===== src/sv/csvp_pkg.sv =====
// csvp_pkg: shared types and constants of the csv record and field parser
package csvp_pkg;

    localparam int CHAR_BITS = 16;

    localparam logic [CHAR_BITS-1:0] QUOTE_CHAR = CHAR_BITS'(16'h0022);
    localparam logic [CHAR_BITS-1:0] LF_CHAR    = CHAR_BITS'(16'h000A);
    localparam logic [CHAR_BITS-1:0] CR_CHAR    = CHAR_BITS'(16'h000D);
    localparam logic [CHAR_BITS-1:0] SEP_RESET  = CHAR_BITS'(16'h002C);

    // one classified code unit, as passed from front to back
    typedef struct packed {
        logic [CHAR_BITS-1:0] ch;
        logic                 last;
        logic                 is_quote;
        logic                 is_cr;
        logic                 is_lf;
        logic                 is_sep;
    } csvp_item_t;

    // parse mode, one-hot
    typedef enum logic [2:0] {
        MODE_PLAIN   = 3'b001,
        MODE_QUOTED  = 3'b010,
        MODE_PENDING = 3'b100
    } csvp_mode_t;

endpackage


===== src/sv/csvp_front.sv =====
// csvp_front: input stage that holds the separator and classifies code units
module csvp_front
    import csvp_pkg::*;
(
    input  logic                 clk,
    input  logic                 rst_n,
    input  logic                 separator_we,
    input  logic [CHAR_BITS-1:0] separator,
    input  logic                 in_valid,
    output logic                 in_ready,
    input  logic [CHAR_BITS-1:0] in_char,
    input  logic                 last_of_input,
    output logic                 item_valid,
    input  logic                 item_ready,
    output csvp_item_t           item
);

    logic [CHAR_BITS-1:0] sep_reg;
    logic                 valid_reg;
    logic                 valid_next;
    csvp_item_t           item_reg;
    csvp_item_t           item_next;

    // separator register
    always_ff @(posedge clk or negedge rst_n)
    begin
        if (!rst_n)
        begin
            sep_reg <= SEP_RESET;
        end
        else if (separator_we)
        begin
            sep_reg <= separator;
        end
    end

    // classify the incoming code unit
    always_comb
    begin
        item_next.ch       = in_char;
        item_next.last     = last_of_input;
        item_next.is_quote = (in_char == QUOTE_CHAR);
        item_next.is_cr    = (in_char == CR_CHAR);
        item_next.is_lf    = (in_char == LF_CHAR);
        item_next.is_sep   = (in_char == sep_reg);
    end

    assign in_ready = !valid_reg || item_ready;

    // stage valid
    always_comb
    begin
        if (in_ready)
        begin
            valid_next = in_valid;
        end
        else
        begin
            valid_next = valid_reg;
        end
    end

    always_ff @(posedge clk or negedge rst_n)
    begin
        if (!rst_n)
        begin
            valid_reg <= 1'b0;
        end
        else
        begin
            valid_reg <= valid_next;
        end
    end

    // stage payload
    always_ff @(posedge clk)
    begin
        if (in_valid && in_ready)
        begin
            item_reg <= item_next;
        end
    end

    assign item_valid = valid_reg;
    assign item       = item_reg;

endmodule


===== src/sv/csvp_queue.sv =====
// csvp_queue: two-entry queue between the classifying front and the parsing back
module csvp_queue
    import csvp_pkg::*;
(
    input  logic       clk,
    input  logic       rst_n,
    input  logic       push_valid,
    output logic       push_ready,
    input  csvp_item_t push_item,
    output logic       pop_valid,
    input  logic       pop_ready,
    output csvp_item_t pop_item
);

    csvp_item_t entry_reg [2];
    logic       wr_ptr_reg;
    logic       wr_ptr_next;
    logic       rd_ptr_reg;
    logic       rd_ptr_next;
    logic [1:0] count_reg;
    logic [1:0] count_next;
    logic       push;
    logic       pop;

    assign push_ready = (count_reg != 2'd2);
    assign pop_valid  = (count_reg != 2'd0);
    assign push       = push_valid && push_ready;
    assign pop        = pop_valid && pop_ready;
    assign pop_item   = entry_reg[rd_ptr_reg];

    // pointer and fill count update
    always_comb
    begin
        wr_ptr_next = push ? !wr_ptr_reg : wr_ptr_reg;
        rd_ptr_next = pop ? !rd_ptr_reg : rd_ptr_reg;
        count_next  = count_reg + 2'(push) - 2'(pop);
    end

    always_ff @(posedge clk or negedge rst_n)
    begin
        if (!rst_n)
        begin
            wr_ptr_reg <= 1'b0;
            rd_ptr_reg <= 1'b0;
            count_reg  <= 2'd0;
        end
        else
        begin
            wr_ptr_reg <= wr_ptr_next;
            rd_ptr_reg <= rd_ptr_next;
            count_reg  <= count_next;
        end
    end

    // entry storage
    always_ff @(posedge clk)
    begin
        if (push)
        begin
            entry_reg[wr_ptr_reg] <= push_item;
        end
    end

    // count stays within depth
    assert property (@(posedge clk) disable iff (!rst_n) count_reg != 2'd3)
        else $error("queue count out of range");

endmodule


===== src/sv/csvp_back.sv =====
// csvp_back: quote, field and record state machine with the output register
module csvp_back
    import csvp_pkg::*;
(
    input  logic                 clk,
    input  logic                 rst_n,
    input  logic                 item_valid,
    output logic                 item_ready,
    input  csvp_item_t           item,
    output logic                 out_valid,
    input  logic                 out_ready,
    output logic [CHAR_BITS-1:0] out_char,
    output logic                 char_valid,
    output logic                 field_end,
    output logic                 record_end,
    output logic                 record_empty
);

    csvp_mode_t           mode_reg;
    csvp_mode_t           mode_next;
    logic                 after_cr_reg;
    logic                 after_cr_next;
    logic                 has_text_reg;
    logic                 has_text_next;
    logic                 out_valid_reg;
    logic                 out_valid_next;
    logic [CHAR_BITS-1:0] char_reg;
    logic                 char_valid_reg;
    logic                 field_end_reg;
    logic                 record_end_reg;
    logic                 record_empty_reg;

    logic                 pop;
    logic                 plain;
    logic                 have;
    logic [CHAR_BITS-1:0] o_char;
    logic                 o_valid;
    logic                 o_field;
    logic                 o_rec;
    logic                 o_empty;

    assign item_ready = !out_valid_reg || out_ready;
    assign pop        = item_valid && item_ready;

    // parse one classified unit
    always_comb
    begin
        mode_next     = mode_reg;
        after_cr_next = 1'b0;
        has_text_next = has_text_reg;
        plain         = 1'b0;
        have          = 1'b0;
        o_char        = '0;
        o_valid       = 1'b0;
        o_field       = 1'b0;
        o_rec         = 1'b0;
        o_empty       = 1'b0;

        unique case (mode_reg)
            MODE_QUOTED:
            begin
                has_text_next = 1'b1;
                if (item.is_quote)
                begin
                    mode_next = MODE_PENDING;
                end
                else
                begin
                    o_char  = item.ch;
                    o_valid = 1'b1;
                    have    = 1'b1;
                end
            end
            MODE_PENDING:
            begin
                has_text_next = 1'b1;
                if (item.is_quote)
                begin
                    mode_next = MODE_QUOTED;
                    o_char    = item.ch;
                    o_valid   = 1'b1;
                    have      = 1'b1;
                end
                else
                begin
                    mode_next = MODE_PLAIN;
                    plain     = 1'b1;
                end
            end
            default:
            begin
                plain = 1'b1;
            end
        endcase

        // unquoted handling: record end wins over separator, separator over quote
        if (plain)
        begin
            priority if (item.is_lf || item.is_cr)
            begin
                if (!(item.is_lf && after_cr_reg))
                begin
                    o_rec         = 1'b1;
                    o_empty       = !has_text_next;
                    have          = 1'b1;
                    has_text_next = 1'b0;
                    after_cr_next = item.is_cr;
                end
            end
            else if (item.is_sep)
            begin
                has_text_next = 1'b1;
                o_field       = 1'b1;
                have          = 1'b1;
            end
            else if (item.is_quote)
            begin
                has_text_next = 1'b1;
                mode_next     = MODE_QUOTED;
            end
            else
            begin
                has_text_next = 1'b1;
                o_char        = item.ch;
                o_valid       = 1'b1;
                have          = 1'b1;
            end
        end

        // end of input flushes a pending record and clears state
        if (item.last)
        begin
            if (has_text_next && !o_rec)
            begin
                o_rec   = 1'b1;
                o_empty = 1'b0;
                have    = 1'b1;
            end
            mode_next     = MODE_PLAIN;
            after_cr_next = 1'b0;
            has_text_next = 1'b0;
        end
    end

    // output valid
    always_comb
    begin
        if (item_ready)
        begin
            out_valid_next = pop && have;
        end
        else
        begin
            out_valid_next = out_valid_reg;
        end
    end

    // parser state and output valid
    always_ff @(posedge clk or negedge rst_n)
    begin
        if (!rst_n)
        begin
            mode_reg      <= MODE_PLAIN;
            after_cr_reg  <= 1'b0;
            has_text_reg  <= 1'b0;
            out_valid_reg <= 1'b0;
        end
        else
        begin
            out_valid_reg <= out_valid_next;
            if (pop)
            begin
                mode_reg     <= mode_next;
                after_cr_reg <= after_cr_next;
                has_text_reg <= has_text_next;
            end
        end
    end

    // output payload
    always_ff @(posedge clk)
    begin
        if (pop && have)
        begin
            char_reg         <= o_char;
            char_valid_reg   <= o_valid;
            field_end_reg    <= o_field;
            record_end_reg   <= o_rec;
            record_empty_reg <= o_rec && o_empty;
        end
    end

    assign out_valid    = out_valid_reg;
    assign out_char     = char_reg;
    assign char_valid   = char_valid_reg;
    assign field_end    = field_end_reg;
    assign record_end   = record_end_reg;
    assign record_empty = record_empty_reg;

    // empty record carries no content and always ends the record
    assert property (@(posedge clk) disable iff (!rst_n)
        out_valid_reg && record_empty_reg |-> record_end_reg && !char_valid_reg
            && !field_end_reg)
        else $error("empty record flags inconsistent");

    // a result never carries both a character and a separator
    assert property (@(posedge clk) disable iff (!rst_n)
        out_valid_reg |-> !(char_valid_reg && field_end_reg))
        else $error("char and field end together");

    // a pending cr is only ever held in unquoted mode with no record text
    assert property (@(posedge clk) disable iff (!rst_n)
        after_cr_reg |-> mode_reg == MODE_PLAIN && !has_text_reg)
        else $error("after cr outside unquoted empty record");

    // a record end leaves the record empty
    assert property (@(posedge clk) disable iff (!rst_n)
        pop && have && o_rec |=> !has_text_reg)
        else $error("record text not cleared after record end");

endmodule


===== src/sv/csv_record_field_parser.sv =====
// csv_record_field_parser: top level, csv splitter with front, queue and back
// path: a result is registered in the front stage, a queue entry and the back output register
// throughput: one code unit per cycle, except while a waiting result is held by a low out_ready
// units that give no result (quote marks, swallowed lf) are consumed and show nothing
// the output register and the two-entry queue let input continue while a result waits
// reset: rst_n clears all valid and parser state at once; separator returns to comma
module csv_record_field_parser
    import csvp_pkg::*;
(
    input  logic                 clk,
    input  logic                 rst_n,
    input  logic                 separator_we,
    input  logic [CHAR_BITS-1:0] separator,
    input  logic                 in_valid,
    output logic                 in_ready,
    input  logic [CHAR_BITS-1:0] in_char,
    input  logic                 last_of_input,
    output logic                 out_valid,
    input  logic                 out_ready,
    output logic [CHAR_BITS-1:0] out_char,
    output logic                 char_valid,
    output logic                 field_end,
    output logic                 record_end,
    output logic                 record_empty
);

    logic       front_valid;
    logic       front_ready;
    csvp_item_t front_item;
    logic       back_valid;
    logic       back_ready;
    csvp_item_t back_item;

    // classify
    csvp_front u_front (
        .clk           (clk),
        .rst_n         (rst_n),
        .separator_we  (separator_we),
        .separator     (separator),
        .in_valid      (in_valid),
        .in_ready      (in_ready),
        .in_char       (in_char),
        .last_of_input (last_of_input),
        .item_valid    (front_valid),
        .item_ready    (front_ready),
        .item          (front_item)
    );

    // decoupling queue
    csvp_queue u_queue (
        .clk        (clk),
        .rst_n      (rst_n),
        .push_valid (front_valid),
        .push_ready (front_ready),
        .push_item  (front_item),
        .pop_valid  (back_valid),
        .pop_ready  (back_ready),
        .pop_item   (back_item)
    );

    // parse and deliver
    csvp_back u_back (
        .clk          (clk),
        .rst_n        (rst_n),
        .item_valid   (back_valid),
        .item_ready   (back_ready),
        .item         (back_item),
        .out_valid    (out_valid),
        .out_ready    (out_ready),
        .out_char     (out_char),
        .char_valid   (char_valid),
        .field_end    (field_end),
        .record_end   (record_end),
        .record_empty (record_empty)
    );

endmodule

===== config.mk =====
export PLATFORM = sky130hd
export DESIGN_NAME = csv_record_field_parser
export DESIGN_NICKNAME = d
export VERILOG_FILES = /design/src/sv/csvp_pkg.sv /design/src/sv/csvp_front.sv /design/src/sv/csvp_queue.sv /design/src/sv/csvp_back.sv /design/src/sv/csv_record_field_parser.sv
export SDC_FILE = /design/constraint.sdc
export NUM_CORES = 1
export LEC_CHECK = 0
export BUFFER_PORTS_ARGS = -buffer_cell sky130_fd_sc_hd__buf_2
export CORE_MARGIN = 2
export CORE_UTILIZATION = 32
export DETAILED_ROUTE_END_ITERATION = 10
export GPL_TIMING_DRIVEN = 0
export PLACE_DENSITY = 0.57
export SLEW_MARGIN = 20
export SYNTH_ARGS = -nofsm -noshare
export SYNTH_HDL_FRONTEND = slang
export SYNTH_HIERARCHICAL = 1
export SYNTH_SLANG_ARGS = --single-unit

===== constraint.sdc =====
create_clock -name clk -period 4.2 [get_ports clk]
set_clock_uncertainty 0.15 [all_clocks]
set_input_delay 0.84 -clock clk [delete_from_list [all_inputs] [get_ports clk]]
set_output_delay 0.84 -clock clk [all_outputs]
set_load 0.02 [all_outputs]

## Yosys cells after proc, flatten, opt, wreduce, memory -nomap -nowiden

Memories as Yosys holds them, arrays and structs flattened.
Cells that the tools add are included.
Widths: inputs -> output; s select.

- Bits in registers: 68
- Bits in writable memories: 42
- Input bits: 38
- Output and inout bits: 22
- Logic and storage cells: 101
- Memories kept: 1

- $add $sub $neg: 2
- Eq/ne operators: 7
- Multiplexer cells: 51
- Bitwise logic cells: 1
- Reduce and logical (&&, ||, !) cells: 19

Memories:

| memory | depth | width | rd ports | clocked after memory_dff | write ports | RTL line | text |
|---|---|---|---|---|---|---|---|
| u_queue.entry_reg | 2 | 21 | 1 | 0 | 1 | csvp_queue.sv:15 | `csvp_item_t entry_reg [2];` |

Operators with widths:

| kind | number |
|---|---|
| $mux 16 | 6 |
| $mux 1 | 34 |
| $eq 16x4->1 const B | 2 |
| $pmux 16 s2 | 1 |
| $mux 3 | 6 |
| $eq 16x16->1 | 1 |
| $eq 16x6->1 const B | 1 |
| $logic_and 1x1->1 | 7 |
| $logic_not 1->1 | 6 |
| $pmux 3 s2 | 1 |
| $pmux 1 s2 | 2 |
| $reduce_or 2->1 | 2 |
| $eq 3x2->1 const B | 1 |
| $eq 3x3->1 const B | 1 |
| $logic_or 1x1->1 | 3 |
| $add 2x1->2 | 1 |
| $mux 2 | 1 |
| $ne 2x2->1 const B | 1 |
| $reduce_bool 2->1 | 1 |
| $sub 2x1->2 | 1 |
| $not 1->1 | 1 |

## Longest topological paths before layout

Gate-level depths: netlist of run 1.

- Depth in word-level cells: 10
- Depth in mapped cells: 7
- Mapped depth without buffers: 6

## Modules after synthesis

The synthesis of run 1 kept the hierarchy.

By module, submodules not included:

| module | instances | cells an instance | area an instance (um^2) | sequential area each (um^2) |
|---|---|---|---|---|
| csvp_queue | 1 | 87 | 1730.4 | 1361.3 |
| csvp_front | 1 | 91 | 1506.4 | 1059.8 |
| csvp_back | 1 | 99 | 1270.0 | 752.0 |

## Worst setup path before layout of run 1

Ideal clock, no wire load.

- Path kind: flip-flop to flip-flop
- From: register u_queue.rd_ptr_reg
- To: register u_back.char_valid_reg, in the netlist u_back/char_valid (enable)
- Setup time: 0.404 ns
- Arrival: 2.719 ns
- Required time: 3.646 ns
- Slack: 0.927 ns
- Stages on the path, launching flop included: 7
- Buffers on the path: 1
- Clock period less this slack: 3.273 ns
- Path through: dfrtp_1 buf_2 mux2_2 or3b_1 a21boi_0 o22a_1 a21oi_1

RTL lines:

| what | RTL line | text |
|---|---|---|
| start, declared | csvp_queue.sv:18 | `logic rd_ptr_reg;` |
| start signal, assigned | csvp_queue.sv:50 | `rd_ptr_reg <= rd_ptr_next;` |
| end signal, assigned | csvp_back.sv:186 | `char_valid_reg <= o_valid;` |
| end, declared | csvp_back.sv:28 | `logic char_valid_reg;` |

==> run summary, run 1 <==
The initial antenna violation count came out at 0. The number of synthesized flops with an enable pin is 83, and the number of buffers on the longest clock path is 2. The clock period could shrink to 2.97 ns.

Data on the critical path arrives at its endpoint at 2.87 ns. The register bit total from synthesis is 110, and the maximum fanout encountered on the critical timing path is 14. The run gives 1.10 mW as the switching power.

For the pin with the worst max-slew slack, the measured transition is 0.904 ns. The die is 123 um wide. The placeable core area came out at 13800 um^2.

The tool flagged a number of max-cap violations equal to 0. The final route contains 2356 vias. For this run, the number of Yosys warnings is 6. The post-synthesis share of cell area spent on and, or, nand and nor gates came out at 10.5%. In this run, CTS created clock tree buffers numbering 9.

The critical path endpoint category is a flop. The number of flip-flops in the largest register is 42. TritonCTS built the clock tree. In the layout the commonest cells are edfxtp_1, buf_2, mux2_2, dfrtp_1, xnor2_1. Headroom to the max-slew limit came out at 39.7%.

At the end of the flow, the number of nets in the layout was 387. The hold buffer count at CTS is 0, and the cell count after synthesis is 277. The tools report the global-route usage over all layers as 10.8%. The logs give 0 for the final number of hold-violating endpoints and 337 MHz for the timing-limited maximum frequency. Summing all placed instances gives a cell area of 5050 um^2. The number of global-route vias before repair is 2384. The clock transition at the registers of the reported paths is 0.07 ns.

In this run the remaining antenna-violating nets after routing total 0. The total overflow left after global routing is 0. Sequential cells account for 47.7% of the total power. The run gives 12.1 mm as the global-route wire length before repair. The logs give 0 for the setup violation total in the final timing report and 5330 um^2 for the post-route standard cell area excluding fillers. Leakage power: 1.97 nW. Summing the sequential cell areas from Yosys gives 70.4% of the chip area. The clock latency at the later pin of the worst-skew pair is 0.34 ns, and the number of inserted filler cells in the final layout is 1301.

The run gives 0.818 as the final estimated routing congestion in global placement. Proportion of register bits with asynchronous set or reset after synthesis: 24.5%. Total power for the finished layout comes to 3.54 mW. The final total negative setup slack came out at 0 ns. Hold timing on the final database bottoms out at a slack of 0.295 ns. The mapped netlist covers 4510 um^2.

For this run, design rule violations remaining after detail routing come to 0. Setup repair after global routing left no endpoint under its margin. In the final layout, flip-flops and latches occupy 3170 um^2. After the first detailed-routing iteration, the DRC count stood at 103. The xor and xnor fraction of the mapped netlist area was 3.89%. The number of ports placed on the die boundary was 60; the routed length per placed instance was 14.2 um. The total count of max-transition violations in the final report was 0. The floorplan has 43 rows. Of the total power, the share spent switching nets is 31.0%. The height of the die works out to 123 um. By area, the combinational part of the netlist is dominated by simple AND/OR/NAND/NOR gates. The tools report the number of setup buffers added after CTS as 0.

The worst setup path is launched from a flop. The run gives 1280 um^2 as the area of the multi-input gates. Once the floorplan was initialized, standard cells occupied 32.6% of the core. A synthesized cell averages 16.3 um^2. The tree built by TritonCTS fans out to 110 sinks.

The cell at the root of the clock tree was clkbuf_16. Summing the areas of all fa, ha and maj instances in the mapped netlist gives 0.278% of the synthesized area. The area growth from synthesis to layout is 18.2%. The mux cell area share after synthesis is 9.24%, and the net count after synthesis is 316. The repair_antennas step left the layout with diodes totalling 0. The tools report the peak supply drop as 0.207 mV. For the overall die area, the log shows 15000 um^2.

The commonest register cell after synthesis is edfxtp_1. The share of total power dissipated in the clock network is 22.1%. The tools report the internal portion of total power as 2.44 mW. The number of input and output port buffers inserted was 58; the post-cts sizing count was 0. The ratio of final minimum period to clock period was 70.8%; the first-pass iteration count of the detailed router was 4. Class of the tightest hold or removal check: flop to flop. After detailed routing, the number of vias per cell comes to 4.42.

The pin count of the biggest net entering global routing is 28, and the deepest level of the CTS H-tree is 3. Summing the areas of all compound-gate instances in the mapped netlist gives 4.28% of the synthesized area. The share of total power dissipated in combinational logic is 30.3%. The HPWL after detailed placement is 5.44 mm, and the share of final-layout standard cells stronger than drive strength 1 is 40.8%. The run finished with clean final reports.

Most frequent standard cell in the layout excluding fill and tap cells: edfxtp_1. The logs give 7.57 mm for the sum of routed wire length over all layers and 48 for the distinct cell type count of the synthesized netlist. The data required time at the worst endpoint was 4.09 ns. By startpoint and endpoint, the worst setup path is classified as flop to flop.

The power density over the cells came out at 664 nW/um^2.
-- layout make-up --
| cell class | count | share of cell area (%) |
|---|---|---|
| inverters | 4 | 0.282 |
| well taps | 180 | 4.23 |
| clock inverters | 3 | 0.399 |
| multi-input cells | 156 | 24.0 |
| repair buffers | 60 | 5.94 |
| flip-flops and latches | 110 | 59.6 |
| plain buffers | 7 | 0.916 |
| clock buffers | 13 | 4.70 |
-- critical path, cell delays in order, from the launching register on --
cell,delay [ns]
dfrtp_1,0.38
buf_2,0.28
mux2_2,0.45
or3b_1,0.41
a21boi_0,0.14
o22a_1,0.24
a21oi_2,0.39
buf_6,0.24
-- power groups by stage --
stage / clock network [mW] / logic (mW) / registers [mW]
after floorplan: 0 / 0.644 / 1.82
after global placement: 0 / 1.04 / 1.71
after detailed placement: 0 / 1.08 / 1.71
after CTS: 0.804 / 1.09 / 1.69
after global routing: 0.848 / 1.17 / 1.72
final: 0.780 / 1.07 / 1.69
-- synth_stat cells (4+ instances only) --
library cell / count / area, um^2
and2b_2: 6 / 52.6
buf_2: 4 / 20.0
dfrtp_1: 23 / 576
dfstp_2: 4 / 105
edfxtp_1: 83 / 2490
inv_1: 4 / 15.0
mux2_2: 37 / 417
nand2_1: 8 / 30.0
nand2b_1: 7 / 43.8
nand3b_1: 4 / 30.0
nand4_1: 4 / 25.0
nor2_1: 11 / 41.3
nor2b_2: 7 / 61.3
nor4_1: 6 / 37.5
o21ai_0: 6 / 30.0
xnor2_1: 20 / 175
-- per-stage QoR --
step                      util, %  instances  setup slack [ns]
after floorplan                 -        277             0.927
after CTS                    38.5        533              1.21
after global routing         38.5        533              1.09
final                        38.5        533              1.23
after detailed placement     36.6        517              1.22
after global placement       36.3        515             0.339
-- kinds of logic after synthesis --
group                      Yosys count
adders and majority gates            1
DFF                                110
buffers and inverters               11
and+or+nand+nor                     73
muxes                               37
xor gates and xnor gates            20
AOI/OAI and AO/OA                   25
-- routing by layer --
layer  routed length [um]  GRT usage [%]  vias up
met2                 3520           17.1       43
met3                  389           3.30        5
met1                 3560           13.8     1132
li1                     -              -     1176
met5                    0              0        -
met4                   92           4.53        0
-- final timing paths --
check	from	end	slack [ns]	cells past startpoint
min reg2reg	u_front/item[5]	u_queue/entry_reg[0][5]	0.29	0
max in group asynchronous	rst_n	u_front/sep_reg[12]	3.08	1
min in group asynchronous	rst_n	u_back/has_text_reg	0.37	1
max	u_queue/rd_ptr_reg	u_back/out_char[10]	1.23	7
min	u_front/item[5]	u_queue/entry_reg[0][5]	0.29	0
max reg2reg	u_queue/rd_ptr_reg	u_back/out_char[10]	1.23	7
(Power assumes the default switching activity.)
==> inputs of run 2 (changes only) <==
- clock period: 4.2 -> 2.8 ns (I/O delays scaled with it)
==> run summary, run 2 (synthesis results as in run 1) <==
The number of input and output port buffers inserted was 58. TritonCTS built the clock tree. The worst slew slack as a fraction of its limit was 41.1%.

The floorplan step set the die height to 123 um. For this design the static power due to leakage is 2.01 nW. For this design the total switching power over the nets is 1.78 mW. Combinational logic burns 31.4% of the power.

Data on the critical path is required at its endpoint by 2.71 ns. The core region is 13800 um^2. The number of antenna diodes in the final layout is 0. Internal power comes to 3.78 mW. The worst path setup slack after routing was 0.0989 ns; the number of buffers created by CTS was 9. Traced cell by cell, the critical path runs through buf_4, mux2_2, or3b_1, a21boi_0, o22a_2, a21oi_4, buf_12.

The final number of hold-violating endpoints is 0, and the number of design rule violations left after detail routing is 0. The largest incremental delay on the critical path was 0.43 ns. For this run, the top clock speed supported by timing is 370 MHz. Using the TritonRoute via totals, the vias-per-cell ratio works out to 4.46. For this block, the routed nets add up to 7.82 mm of wire. The run finished with clean final reports. Entering global routing, the biggest net connects 28 pins. Of the total power, the share spent switching nets is 32.0%. The root buffer cell chosen for the clock tree is clkbuf_16. For flop-to-flop paths, the worst setup slack is 0.1 ns. The cell count of the worst reg-to-reg path is 7, and the area growth from synthesis to layout is 20.3%. The min-delay analysis places its worst path in the category primary input to async pin. The count of nets left with antenna violations once routing finished came out at 0. The pre-antenna-repair detailed-routing pass consisted of 4 iterations. Endpoint of the worst-slack reg-to-reg timing path: u_back/out_char[7]. In this run the cell area measured after placement is 5050 um^2. Prior to clock tree synthesis, the placed netlist has a worst setup slack of -0.215 ns. Startpoint kind of the worst setup timing path: a flop. Global routing consumed, over all layers together, 11.2% of the routing resources. The register with the most flip-flops in the layout has 42 of them.

Proportion of power drawn by flip-flops and latches: 45.5%. At the end of routability-driven placement, the weighted congestion stood at 0.773. Startpoint of the most critical register-to-register path: u_queue/rd_ptr_reg. Per report_power, the clock group accounts for 23.1% of the total.

The die covers 15000 um^2. At the pin with the least slew margin, the transition time is 0.884 ns. In this run the worst path has a maximum fanout of 10. The tools report the count of max-cap constraint violations as 0.

In this run the count of I/O pins placed on the die edge is 60. The number of design-rule violations left by the first detailed-router iteration came out at 120. The logs give 0 for the total congestion overflow after global routing and 0 for the total count of max-transition violations in the final report.

The initial utilization of the core area, before any placement, comes to 32.6%. The clock tree synthesis step divided the H-tree into 3 levels. Measured on the finished design, the core utilization comes to 39.2%. The share of final-layout standard cells stronger than drive strength 1 was 42.5%.

Leaving out fill and tap cells, the most frequent cell in the layout is edfxtp_1. The top cell types in the final layout, fill and taps aside, are edfxtp_1, buf_2, mux2_2, dfrtp_1, xnor2_1. After routing the design area is 5420 um^2.

Initial antenna violation count: 0. The run gives 389 as the net total in the final layout. The worst setup path is of the flop to flop kind. The first global-routing pass estimated 12.5 mm of wire. Clock transition at the registers of the reported paths: 0.08 ns. The slowest cell on the critical path was mux2_2. Summed over all failing endpoints, the final setup total negative slack is 0 ns. The clock latency at the later pin of the worst-skew pair was 0.35 ns; the floorplan row count was 43. The routed length per placed instance is 14.6 um, and the ratio of final minimum period to clock period is 96.5%.

Across the VDD grid, the largest voltage drop is 0.372 mV. The clock period could shrink to 2.70 ns. The setup violation total in the final timing report was 0. The tools report the critical path endpoint category as a flop. The tools report the routed via count as 2385.

At the worst endpoint, the arrival time is 2.61 ns. Detailed placement finished with a half-perimeter wire length of 5.32 mm. In this run the power density over the cells is 1030 nW/um^2. The clock net in this run drives a total of 110 sinks.

Number of buffers on the longest clock path: 2. The number of global-route vias before repair is 2357. The die is 123 um wide.
run 2: cell count changes in the layout (fill, tap and decap cells not counted), moves of 2 or more:
cell,before,now
buf_12,1,3
inv_8,0,3
a21oi_4,0,2
clkbuf_1,4,1
run 2: worst max-delay path by stage:
stage / from / end / slack (ns)
global route: u_queue/rd_ptr_reg / u_back/out_char[7] / -0.02
finish: u_queue/rd_ptr_reg / u_back/out_char[7] / 0.1
CTS: u_queue/rd_ptr_reg / u_back/out_char[7] / 0.001
detailed placement: u_queue/rd_ptr_reg / u_back/out_char[8] / -0.22
floorplan: u_queue/rd_ptr_reg / u_back/char_valid / 0.13
global placement: u_queue/rd_ptr_reg / u_back/out_char[8] / -0.18
run 2: per-stage QoR:
stage | instances | hold slack (ns) | power, mW
floorplan | 277 | 0.114 | 3.71
global placement | 515 | 0.279 | 4.13
detailed placement | 516 | 0.282 | 4.19
CTS | 535 | 0.115 | 5.61
global route | 535 | 0.142 | 5.88
finish | 535 | 0.0888 | 5.56
run 2: power groups by stage:
stage / clock (mW) / sequential, mW / combinational (mW)
floorplan: 0 / 2.72 / 0.985
global placement: 0 / 2.56 / 1.57
detailed placement: 0 / 2.57 / 1.62
CTS: 1.31 / 2.53 / 1.77
global route: 1.38 / 2.58 / 1.92
finish: 1.28 / 2.53 / 1.75
run 2: layout make-up:
| class | instances | area (um^2) |
|---|---|---|
| plain buffers | 7 | 51.3 |
| clock buffers | 10 | 250 |
| clock inverters | 6 | 56.3 |
| fillers | 1304 | 8400 |
| inverters | 4 | 15.0 |
| multi-input cells | 157 | 1310 |
| flip-flops and latches | 110 | 3170 |
| well taps | 180 | 225 |
| repair buffers | 61 | 345 |
run 2: per-layer routing:
metal | GRT usage [%] | vias up | share of wire [%]
li1 | - | 1187 | -
met1 | 15.4 | 1138 | 48
met2 | 16.9 | 51 | 46
met3 | 2.04 | 9 | 4.3
met4 | 5.68 | 0 | 1.8
met5 | 0 | - | 0
run 2: critical path, delay by kind of cell (launching register included):
family | cells | cell delay [ns]
simple gates | 1 | 0.40
flops | 1 | 0.40
mux | 1 | 0.43
buf+inv | 2 | 0.38
compound gates | 3 | 0.66
run 2: what timing repair did:
item / CTS / global route
setup endpoints to repair: 20 / 20
pin swaps: 2 / 0
gates resized for setup: 2 / 3
endpoints found under the hold margin: 0 / 0
gates cloned: 1 / 0
buffers inserted: 2 / 0
hold buffers: 0 / 0
